[config.mk]
export PLATFORM = sky130hd
export DESIGN_NAME = sha256_byte_stream_hasher
export DESIGN_NICKNAME = d
export VERILOG_FILES = /design/src/rtl/sha256_pkg.sv /design/src/rtl/sha256_msg_sched.sv /design/src/rtl/sha256_round.sv /design/src/rtl/sha256_byte_stream_hasher.sv
export SDC_FILE = /design/constraint.sdc
export NUM_CORES = 2
export LEC_CHECK = 0
export BUFFER_PORTS_ARGS = -buffer_cell sky130_fd_sc_hd__buf_2
export CORE_UTILIZATION = 52
export CTS_BUF_LIST = sky130_fd_sc_hd__clkbuf_8 sky130_fd_sc_hd__clkbuf_16
export CTS_CLUSTER_DIAMETER = 40
export DETAILED_ROUTE_END_ITERATION = 12
export GPL_TIMING_DRIVEN = 1
export MAX_ROUTING_LAYER = met4
export PLACE_DENSITY = 0.65
export SLEW_MARGIN = 0
export SYNTH_ARGS = -nofsm -noshare
export SYNTH_HDL_FRONTEND = slang
export SYNTH_SLANG_ARGS = --single-unit
[constraint.sdc]
create_clock -name clk -period 14.6 [get_ports clk]
set_input_delay 2.92 -clock clk [delete_from_list [all_inputs] [get_ports clk]]
set_output_delay 2.92 -clock clk [all_outputs]
set_load 0.005 [all_outputs]
[src/rtl/sha256_pkg.sv]
`default_nettype none
package sha256_pkg;

  typedef logic [31:0] word_t;
  typedef logic [7:0][31:0] hash_t;

  typedef struct packed {
    logic       wr_en;
    logic [5:0] wr_idx;
    logic [7:0] wr_data;
    logic       shift;
  } sched_ctrl_t;

  localparam int unsigned ROUNDS = 64;
  localparam int unsigned BLOCK_BYTES = 64;
  localparam int unsigned LEN_POS = 56;
  localparam logic [7:0] PAD_BYTE = 8'h80;

  localparam hash_t H_INIT = {
    32'h5be0cd19, 32'h1f83d9ab, 32'h9b05688c, 32'h510e527f,
    32'ha54ff53a, 32'h3c6ef372, 32'hbb67ae85, 32'h6a09e667
  };

  function automatic word_t big_sigma0(input word_t x);
    big_sigma0 = {x[1:0], x[31:2]} ^ {x[12:0], x[31:13]} ^ {x[21:0], x[31:22]};
  endfunction

  function automatic word_t big_sigma1(input word_t x);
    big_sigma1 = {x[5:0], x[31:6]} ^ {x[10:0], x[31:11]} ^ {x[24:0], x[31:25]};
  endfunction

  function automatic word_t small_sigma0(input word_t x);
    small_sigma0 = {x[6:0], x[31:7]} ^ {x[17:0], x[31:18]} ^ {3'b000, x[31:3]};
  endfunction

  function automatic word_t small_sigma1(input word_t x);
    small_sigma1 = {x[16:0], x[31:17]} ^ {x[18:0], x[31:19]} ^ {10'd0, x[31:10]};
  endfunction

  function automatic word_t round_k(input logic [5:0] t);
    word_t k;
    unique case (t)
      6'd0:  k = 32'h428A2F98;  6'd1:  k = 32'h71374491;
      6'd2:  k = 32'hB5C0FBCF;  6'd3:  k = 32'hE9B5DBA5;
      6'd4:  k = 32'h3956C25B;  6'd5:  k = 32'h59F111F1;
      6'd6:  k = 32'h923F82A4;  6'd7:  k = 32'hAB1C5ED5;
      6'd8:  k = 32'hD807AA98;  6'd9:  k = 32'h12835B01;
      6'd10: k = 32'h243185BE;  6'd11: k = 32'h550C7DC3;
      6'd12: k = 32'h72BE5D74;  6'd13: k = 32'h80DEB1FE;
      6'd14: k = 32'h9BDC06A7;  6'd15: k = 32'hC19BF174;
      6'd16: k = 32'hE49B69C1;  6'd17: k = 32'hEFBE4786;
      6'd18: k = 32'h0FC19DC6;  6'd19: k = 32'h240CA1CC;
      6'd20: k = 32'h2DE92C6F;  6'd21: k = 32'h4A7484AA;
      6'd22: k = 32'h5CB0A9DC;  6'd23: k = 32'h76F988DA;
      6'd24: k = 32'h983E5152;  6'd25: k = 32'hA831C66D;
      6'd26: k = 32'hB00327C8;  6'd27: k = 32'hBF597FC7;
      6'd28: k = 32'hC6E00BF3;  6'd29: k = 32'hD5A79147;
      6'd30: k = 32'h06CA6351;  6'd31: k = 32'h14292967;
      6'd32: k = 32'h27B70A85;  6'd33: k = 32'h2E1B2138;
      6'd34: k = 32'h4D2C6DFC;  6'd35: k = 32'h53380D13;
      6'd36: k = 32'h650A7354;  6'd37: k = 32'h766A0ABB;
      6'd38: k = 32'h81C2C92E;  6'd39: k = 32'h92722C85;
      6'd40: k = 32'hA2BFE8A1;  6'd41: k = 32'hA81A664B;
      6'd42: k = 32'hC24B8B70;  6'd43: k = 32'hC76C51A3;
      6'd44: k = 32'hD192E819;  6'd45: k = 32'hD6990624;
      6'd46: k = 32'hF40E3585;  6'd47: k = 32'h106AA070;
      6'd48: k = 32'h19A4C116;  6'd49: k = 32'h1E376C08;
      6'd50: k = 32'h2748774C;  6'd51: k = 32'h34B0BCB5;
      6'd52: k = 32'h391C0CB3;  6'd53: k = 32'h4ED8AA4A;
      6'd54: k = 32'h5B9CCA4F;  6'd55: k = 32'h682E6FF3;
      6'd56: k = 32'h748F82EE;  6'd57: k = 32'h78A5636F;
      6'd58: k = 32'h84C87814;  6'd59: k = 32'h8CC70208;
      6'd60: k = 32'h90BEFFFA;  6'd61: k = 32'hA4506CEB;
      6'd62: k = 32'hBEF9A3F7;  6'd63: k = 32'hC67178F2;
      default: k = 32'h0;
    endcase
    round_k = k;
  endfunction

endpackage
`default_nettype wire

[src/rtl/sha256_msg_sched.sv]
`default_nettype none
module sha256_msg_sched (
  input  wire                      clk,
  input  wire sha256_pkg::sched_ctrl_t ctrl,
  output sha256_pkg::word_t        w_head
);

  // The sixteen-word window doubles as the block buffer while bytes are loaded.
  sha256_pkg::word_t win [16];
  sha256_pkg::word_t w_new;
  logic [4:0] lane_base;

  assign lane_base = {~ctrl.wr_idx[1:0], 3'b000};
  assign w_new = sha256_pkg::small_sigma1(win[14]) + win[9]
               + sha256_pkg::small_sigma0(win[1]) + win[0];
  assign w_head = win[0];

  always_ff @(posedge clk) begin
    if (ctrl.shift) begin
      for (int i = 0; i < 15; i++) begin
        win[i] <= win[i+1];
      end
      win[15] <= w_new;
    end else if (ctrl.wr_en) begin
      win[ctrl.wr_idx[5:2]][lane_base +: 8] <= ctrl.wr_data;
    end
  end

endmodule
`default_nettype wire

[src/rtl/sha256_round.sv]
`default_nettype none
module sha256_round (
  input  wire sha256_pkg::hash_t v,
  input  wire sha256_pkg::word_t w,
  input  wire sha256_pkg::word_t k,
  output sha256_pkg::hash_t      v_next
);

  sha256_pkg::word_t t1;
  sha256_pkg::word_t t2;
  sha256_pkg::word_t ch;
  sha256_pkg::word_t maj;

  assign ch  = (v[4] & v[5]) ^ (~v[4] & v[6]);
  assign maj = (v[0] & v[1]) ^ (v[0] & v[2]) ^ (v[1] & v[2]);
  assign t1  = v[7] + sha256_pkg::big_sigma1(v[4]) + ch + k + w;
  assign t2  = sha256_pkg::big_sigma0(v[0]) + maj;

  always_comb begin
    v_next[7] = v[6];
    v_next[6] = v[5];
    v_next[5] = v[4];
    v_next[4] = v[3] + t1;
    v_next[3] = v[2];
    v_next[2] = v[1];
    v_next[1] = v[0];
    v_next[0] = t1 + t2;
  end

endmodule
`default_nettype wire

[src/rtl/sha256_byte_stream_hasher.sv]
// SHA-256 hasher fed one byte per item. A byte item keeps the block idle, except that
// the byte completing a 64-byte block starts a compression (load, 64 rounds through the
// single shared round unit, chaining add), during which in_stall is high. An item with
// end_of_message set runs the padding sequencer, which writes one byte of padding per
// cycle into the block buffer, then one or two compressions, after which the eight
// digest words appear on the output in order, word 0 first, and the block returns to
// its initial value. Output stalls lengthen the finalising. The block takes no new item
// until the last digest word has been taken.
`default_nettype none
module sha256_byte_stream_hasher (
  input  wire         clk,
  input  wire         rst,
  input  wire         in_valid,
  output logic        in_stall,
  input  wire  [7:0]  data_byte,
  input  wire         byte_present,
  input  wire         end_of_message,
  output logic        out_valid,
  input  wire         out_stall,
  output logic [31:0] digest_word,
  output logic [2:0]  word_index,
  output logic        last_word
);

  typedef enum logic [2:0] {
    S_IDLE, S_PAD_MARK, S_PAD_ZERO, S_PAD_LEN, S_LOAD, S_COMPRESS, S_ADD, S_EMIT
  } state_t;

  typedef enum logic [1:0] {
    C_IDLE, C_MARK, C_ZERO, C_EMIT
  } cont_t;

  state_t             state;
  cont_t              cont;
  sha256_pkg::hash_t  chain;
  sha256_pkg::hash_t  v;
  sha256_pkg::hash_t  v_next;
  sha256_pkg::word_t  w_head;
  sha256_pkg::sched_ctrl_t sctrl;
  logic [5:0]  round_cnt;
  logic [5:0]  fill;
  logic [63:0] message_bits;
  logic [6:0]  pos;
  logic [6:0]  pad_limit;
  logic        two_blk;
  logic [2:0]  len_idx;
  logic [2:0]  word_idx;
  logic [5:0]  len_base;
  logic        in_accept;

  assign in_stall  = (state != S_IDLE);
  assign in_accept = in_valid && !in_stall;
  assign out_valid = (state == S_EMIT);
  assign digest_word = chain[word_idx];
  assign word_index  = word_idx;
  assign last_word   = (word_idx == 3'd7);
  assign pad_limit = two_blk ? 7'(sha256_pkg::BLOCK_BYTES) : 7'(sha256_pkg::LEN_POS);
  assign len_base  = {3'(3'd7 - len_idx), 3'b000};

  always_comb begin
    sctrl = '0;
    unique case (state)
      S_IDLE: begin
        sctrl.wr_en   = in_accept && byte_present;
        sctrl.wr_idx  = fill;
        sctrl.wr_data = data_byte;
      end
      S_PAD_MARK: begin
        sctrl.wr_en   = 1'b1;
        sctrl.wr_idx  = fill;
        sctrl.wr_data = sha256_pkg::PAD_BYTE;
      end
      S_PAD_ZERO: begin
        sctrl.wr_en   = (pos < pad_limit);
        sctrl.wr_idx  = pos[5:0];
      end
      S_PAD_LEN: begin
        sctrl.wr_en   = 1'b1;
        sctrl.wr_idx  = {3'b111, len_idx};
        sctrl.wr_data = message_bits[len_base +: 8];
      end
      S_COMPRESS: begin
        sctrl.shift = 1'b1;
      end
      default: begin
        sctrl = '0;
      end
    endcase
  end

  sha256_msg_sched u_sched (
    .clk    (clk),
    .ctrl   (sctrl),
    .w_head (w_head)
  );

  sha256_round u_round (
    .v      (v),
    .w      (w_head),
    .k      (sha256_pkg::round_k(round_cnt)),
    .v_next (v_next)
  );

  always_ff @(posedge clk) begin
    if (rst) begin
      state        <= S_IDLE;
      cont         <= C_IDLE;
      chain        <= sha256_pkg::H_INIT;
      fill         <= '0;
      message_bits <= '0;
      two_blk      <= 1'b0;
      word_idx     <= '0;
    end else begin
      unique case (state)
        S_IDLE: begin
          if (in_accept) begin
            if (byte_present) begin
              fill         <= fill + 6'd1;
              message_bits <= message_bits + 64'd8;
              if (fill == 6'd63) begin
                cont  <= end_of_message ? C_MARK : C_IDLE;
                state <= S_LOAD;
              end else if (end_of_message) begin
                state <= S_PAD_MARK;
              end
            end else if (end_of_message) begin
              state <= S_PAD_MARK;
            end
          end
        end
        S_PAD_MARK: begin
          pos     <= {1'b0, fill} + 7'd1;
          two_blk <= (fill[5:3] == 3'b111);
          state   <= S_PAD_ZERO;
        end
        S_PAD_ZERO: begin
          if (pos < pad_limit) begin
            pos <= pos + 7'd1;
          end else if (two_blk) begin
            two_blk <= 1'b0;
            pos     <= '0;
            cont    <= C_ZERO;
            state   <= S_LOAD;
          end else begin
            len_idx <= '0;
            state   <= S_PAD_LEN;
          end
        end
        S_PAD_LEN: begin
          if (len_idx == 3'd7) begin
            cont  <= C_EMIT;
            state <= S_LOAD;
          end else begin
            len_idx <= len_idx + 3'd1;
          end
        end
        S_LOAD: begin
          v         <= chain;
          round_cnt <= '0;
          state     <= S_COMPRESS;
        end
        S_COMPRESS: begin
          v         <= v_next;
          round_cnt <= round_cnt + 6'd1;
          if (round_cnt == 6'(sha256_pkg::ROUNDS - 1)) begin
            state <= S_ADD;
          end
        end
        S_ADD: begin
          for (int i = 0; i < 8; i++) begin
            chain[i] <= chain[i] + v[i];
          end
          word_idx <= '0;
          unique case (cont)
            C_IDLE: state <= S_IDLE;
            C_MARK: state <= S_PAD_MARK;
            C_ZERO: state <= S_PAD_ZERO;
            C_EMIT: state <= S_EMIT;
            default: state <= S_IDLE;
          endcase
        end
        S_EMIT: begin
          if (!out_stall) begin
            if (word_idx == 3'd7) begin
              chain        <= sha256_pkg::H_INIT;
              fill         <= '0;
              message_bits <= '0;
              state        <= S_IDLE;
            end else begin
              word_idx <= word_idx + 3'd1;
            end
          end
        end
        default: begin
          state <= S_IDLE;
        end
      endcase
    end
  end

endmodule
`default_nettype wire

# Word-level counts from Yosys, hierarchy flattened
# Memory sizes are Yosys's and may differ from the RTL's. A register that Yosys moved wholly into a read port is not among the register bits.
# Cells that the tools add are included.
# Widths: inputs -> output; s select.
[totals] ram_bits=512 out_inout_bits=38 n_memories=2 in_bits=14 regBits=607 rom_bits=2048 word_cells=190
[classes] n_lt_le_gt_ge=2 mux=62 bitwise=19 n_reduce_logical=22 n_addsub=27 n_eq_ne=28 shift=3
[mem_list] name="(no name shown)" words=64 width=32 read_ports=1 rd_clocked_by_memory_dff=1 wr=0 line="sha256_pkg.sv:42" text="unique case (t)"
[mem_list] name="u_sched.win" words=16 width=32 read_ports=16 rd_clocked_by_memory_dff=0 wr=16 line="sha256_msg_sched.sv:9" text="sha256_pkg::word_t win [16];"
[ops] operator="$pmux 256 s2" count=2
[ops] operator="$add 32x32->32" count=18
[ops] operator="$mux 256" count=2
[ops] operator="$xor 32x32->32" count=9
[ops] operator="$mux 64" count=4
[ops] operator="$and 32x32->32" count=5
[ops] operator="$mux 32" count=4
[ops] operator="$pmux 64 s2" count=1
[ops] operator="$bmux 32 s3" count=1
[ops] operator="$add 64x4->64 const B" count=1
[ops] operator="$shiftx 64x7->8" count=1
[ops] operator="$mux 3" count=15
[ops] operator="$not 32->32" count=1
[ops] operator="$reduce_or 32->1" count=1
[ops] operator="$shift 8x7->32 const A" count=1
[ops] operator="$shiftx 8x7->32" count=1
[ops] operator="$xor 32x22->32" count=1
[ops] operator="$xor 32x29->32" count=1
[ops] operator="$mux 6" count=5
[ops] operator="$pmux 7 s4" count=1
[ops] operator="$pmux 3 s8" count=1
[ops] operator="$pmux 6 s2" count=2
[ops] operator="$pmux 8 s3" count=1
[ops] operator="$ne 2x2->1 const B" count=11
[ops] operator="other kinds (38)" count=73

# Logic depth before layout (Yosys ltp)
[depth] ltp_word=11 ltp_mapped=33 depth_no_buf=32

# Cells and area by module
# Synthesis repeated with hierarchy kept, for this count alone.
[unflattened] cells_unflattened=8450 area_unflattened_um2=77825.9
[by_module_without_submodules] module="sha256_byte_stream_hasher" area_each_um2=41275.8 cells_per_inst=4786 seq_area_each_um2=15454.8 n_inst=1
[by_module_without_submodules] module="sha256_msg_sched" area_each_um2=25460.7 cells_per_inst=2295 seq_area_each_um2=15374.7 n_inst=1
[by_module_without_submodules] module="sha256_round" area_each_um2=11089.4 cells_per_inst=1369 seq_area_each_um2=0.0 n_inst=1

# Worst setup path before layout
# OpenSTA, ideal clock, no wires.
[synth_timing] path_kind="in2reg" startpoint="input rst" endpoint="register, netlist name u_round.k[26]" t_arrival_ns=11.272 path_slack_ns=3.258 stages=14 setup_time_ns=0.070 n_path_buf=2 required_ns=14.530 cell_sequence="nor2_1 > nand2_1 > inv_1 > mux2i_1 > inv_1 > clkbuf_1 > buf_1 > ha_1 > nand2_1 > nand2_1 > a21oi_1 > o21ai_0 > o21ai_0 > a21oi_1"
[synth_between] elab_chain_cells=3
[synth_lines] element="start: declaration" line="sha256_byte_stream_hasher.sv:12" text="input wire rst,"
[synth_lines] element="$not 1->1 (no line)"
[synth_lines] element="$reduce_and 2->1 (no line)"
[synth_lines] element="$mux 6 (no line)"
# Every way passes these cells.
# A chain may end at the register's enable or synchronous reset.

# Worst setup path in the final report
[layout_timing] startpoint="register v[140] in the netlist's numbering" endpoint="register v[30] in the netlist's numbering (data pin)"
[layout_between] elab_chain_cells=8 elab_cells_between_ends=12 classes_between="add/sub: 5; mux: 1; bitwise: 6"
[layout_lines] element="start: declaration" line="sha256_byte_stream_hasher.sv:36" text="sha256_pkg::hash_t v;"
[layout_lines] element="start signal: assignment" line="sha256_byte_stream_hasher.sv:158" text="v <= chain;"
[layout_lines] element="start signal: assignment" line="sha256_byte_stream_hasher.sv:163" text="v <= v_next;"
[layout_lines] element="$xor 32x32->32 / $not 32->32 (equally long branches)" line="sha256_pkg.sv:29, sha256_round.sv:14"
[layout_lines] element="$xor 32x32->32 / $and 32x32->32 (equally long branches)" line="sha256_pkg.sv:29, sha256_round.sv:14"
[layout_lines] element="$add 32x32->32 / $xor 32x32->32 (equally long branches)" line="sha256_round.sv:16, sha256_round.sv:14"
[layout_lines] element="$add 32x32->32 * (3 in a row)" line="sha256_round.sv:16" text="assign t1 = v[7] + sha256_pkg::big_sigma1(v[4]) + ch + k + w;"
[layout_lines] element="$add 32x32->32 *" line="sha256_round.sv:27" text="v_next[0] = t1 + t2;"
[layout_lines] element="$pmux 256 s2 *" line="sha256_byte_stream_hasher.sv:114" text="unique case (state)"
# Mark *: on every way between the ends. The rest lies on a longest branch, timed or not.

==> results by group <==
Outcome
  • Status: complete, but fails checks
  • Failing checks: DRC

Die
  • IO Pins: 52
  • FP Rows: ~140
  • Die Area: about 0.15 sq mm
  • Core area: ~0.14 sq mm
  • Die Ht: roughly 380 um
  • Initial Util: a little over half
  • Die X: 383 um

STA
  • Max Clk Rate: 0.121 GHz
  • RSZ-0062 raised after global routing: no
  • Worst-margin pin slew: ~1.4 ns
  • Slew Viols, Final: 0
  • Tmin final: slightly above 8 ns
  • Setup Viol. Count Final: 0
  • Setup TNS Final: 0 ns
  • Clk_skew: between 0.08 and 0.09 ns
  • Hold violation count in the final report: 0
  • Setup ws final: around 6.3 ns
  • Max_slew headroom: ~7.4%
  • Final worst path period share: 56.7%

Route
  • Final wirelength: 260 mm
  • # DRC: 2
  • Drt via density: roughly 6
  • Final ANT Viol Nets: 0
  • Violation count after the first detailed-route iteration: roughly 6700
  • WL/cell: between 20 and 30 um
  • DR pass1 iterations: 11
  • Via count: 62700

Clock network
  • CTS tree: done
  • Htree depth: 4
  • Clock sinks: ~1100
  • Post-CTS sizing: 0
  • Worst-path clk slew: roughly 0.06 ns
  • Root buffer cell: clkbuf_16
  • Longest Clk Path Bufs: 3
  • Total CTS buffers: 183
  • Post-CTS Setup Bufs: 0
  • Post-CTS Hold Fix Bufs: 0
  • Worst skew pair latency: around 0.84 ns

Min path
  • Hold Crit Class: flip-flop to flip-flop

Placed design
  • RePlAce Congestion: 1.01
  • Post-DP HPWL: around 190 mm
  • Port Buffers: slightly above 50
  • Placed cell areas: between 0.07 and 0.08 sq mm
  • Post-Place Setup Slack: roughly 6.3 ns

Synthesis
  • Cell Area, Synth: between 0.07 and 0.08 sq mm
  • Post-synth cell types: between 80 and 90
  • Syn_area_per_cell: about 9 sq um
  • Top_reg_cell synth: edfxtp_1
  • Synth warn: 0
  • Cells after synthesis: roughly 8000
  • Syn Nets: 8797
  • Seq cells post-synth: between 1000 and 1500
  • Synth Area in Adders: 12.2%
  • Largest family of logic cells by synthesized area: compound AO/OA/AOI/OAI gates
  • Synth top area share: a little under a third
  • Number of synthesized flops with an enable pin: between 700 and 800
  • Async SR Flop Fraction: 0%
  • Synth Area in Compound Gates: 17.1%
  • Synth Area in Simple Gates: about 15%
  • Largest area contributor in the netlist: edfxtp_1
  • Synth Area in XOR/XNOR: 7.21%
  • Register area share after synthesis: 40.9%
  • Synth area leaders: edfxtp_1 31%, dfxtp_1 9.7%, nand2_1 8.4%
  • Multiplexer share of the synthesized area: around 3.6%

Global route
  • GRT Overall Usage: 36.2%
  • Vias in the first global route: ~60000
  • First-pass GRT wire length: slightly below 400 mm
  • Initial antenna violation count: 7
  • Pin count of the biggest net entering global routing: 87
  • Total gr overflow: 0

Setup path
  • Worst setup path class: flip-flop to flip-flop
  • WP data arrival: 8.79 ns
  • CP Capture Type: flip-flop
  • Critical Path RT: 15.11 ns
  • Critical Path Fanout Max: 6
  • Crit start category: flip-flop

Final layout
  • Final instance area: roughly 0.084 sq mm
  • Layout cells sized above 1: 7.73%
  • Fin util: 58.2%
  • Final #Nets: 8689
  • # fillers: ~12000
  • Area Growth Syn to Fin: 11.1%

Run
  • # Max-Cap Violations: 0
[synthesized netlist by cell type, types with 35 or more instances]
library cell  number
a211oi_1          82
a21o_1           157
a21oi_1          448
a22oi_1           62
a31oi_1           38
and3_1            47
buf_1             35
clkbuf_1         374
dfxtp_1          364
edfxtp_1         784
fa_1             195
ha_1             403
inv_1            358
mux2_2            61
mux4_2            77
nand2_1         1695
nand2b_1          97
nand3_1          113
nor2_1           457
nor2b_1           49
nor3_1            91
o211ai_1          43
o21a_1            61
o21ai_0          887
o21bai_1          40
o22ai_1           82
or3_1             42
xnor2_1          407
xor2_1           214
[final timing paths]
path	from	endpoint	slack, ns	cells past startpoint
min	cont[0]	cont[0]	0.49	2
max reg2reg	v[140]	v[30]	6.32	26
max	v[140]	v[30]	6.32	26
min reg2reg	cont[0]	cont[0]	0.49	2
[area by class of cell]
type,instances,area [sq um],area share (%)
flip-flops and latches,1148,30800,36.8
diodes,1,2.50,0.00299
well taps,1903,2380,2.84
repair buffers,128,836,0.998
multi-input cells,6255,41700,49.8
inverters,361,1360,1.63
clock buffers,194,4750,5.67
clock inverters,153,1860,2.22
[cells in the final DEF (no fill, tap or decap), types with 19 or more instances in the layout]
master,count
inv_6,19
dfxtp_1,361
o31ai_1,34
nand4_1,22
edfxtp_1,784
maj3_1,22
o21bai_1,40
bufinv_16,23
clkbuf_16,185
a31oi_1,38
ha_1,403
buf_4,78
nand2_1,1691
nand2b_1,97
a211oi_1,82
mux2i_1,27
nor2b_1,49
a22oi_1,62
nor2_1,454
nand3_1,113
nor3_1,91
clkinvlp_4,20
o211ai_1,43
or3_1,42
a21oi_1,445
o21a_1,61
xnor2_1,407
mux4_2,77
clkinv_2,20
fa_1,195
inv_1,377
o21ai_0,883
o22ai_1,82
a211o_1,21
buf_2,50
mux2_2,61
a21o_1,156
and3_1,47
xor2_1,214
[per-stage QoR]
step           hold slack, ns  instances
4_1_cts                 0.489      10100
3_3_place_gp            0.452       9795
5_1_grt                 0.509      10100
6_report                0.490      10100
2_1_floorplan           0.440       8185
3_5_place_dp            0.460       9795
[cell families (layout without fill, tap and decap cells)]
group / count (synthesis) / in the layout
flip-flops: 1148 / 1148
AO/OA/AOI/OAI: 2139 / 2139
other: 0 / 1
XOR/XNOR: 621 / 621
adder cells (fa/ha/maj): 620 / 620
AND/OR/NAND/NOR: 2708 / 2708
multiplexers: 167 / 167
buffers and inverters: 782 / 836
[state kept, by name (all words and copies together), names as in the netlist]
register / cells
u_sched.win: 512
state: 3
len_idx: 3
u_round.k: 32
cont: 2
chain: 256
word_index: 3
two_blk: 1
v: 256
fill: 6
round_cnt: 6
pos: 7
message_bits: 61
[critical path: stages, from the launching register on]
cell      delay, ns
edfxtp_1       0.53
xor2_1         0.23
xnor2_1        0.32
fa_1           0.50
fa_1           0.46
fa_1           0.50
inv_1          0.04
ha_1           0.21
fa_1           0.48
a211o_1        0.30
a311oi_1       0.50
o21a_1         0.24
o21bai_1       0.07
a21oi_1        0.17
xnor2_1        0.20
fa_1           0.47
ha_1           0.36
a21oi_1        0.15
o21ai_0        0.15
o311ai_0       0.67
o21ai_0        0.34
a21o_1         0.27
o41a_1         0.46
nand2b_1       0.11
nand2_1        0.07
xnor2_1        0.12
o21ai_0        0.08
[metal layers]
layer	vias up	track usage, %	wire length, um
met1	30500	45.8	104000
met3	635	5.17	20300
li1	28700	-	-
met5	-	-	0
met2	2819	57.0	121000
met4	0	17.8	14400
Power is not shown: default switching activity piles up to over one toggle a cycle in this logic, so the estimate is an artifact.
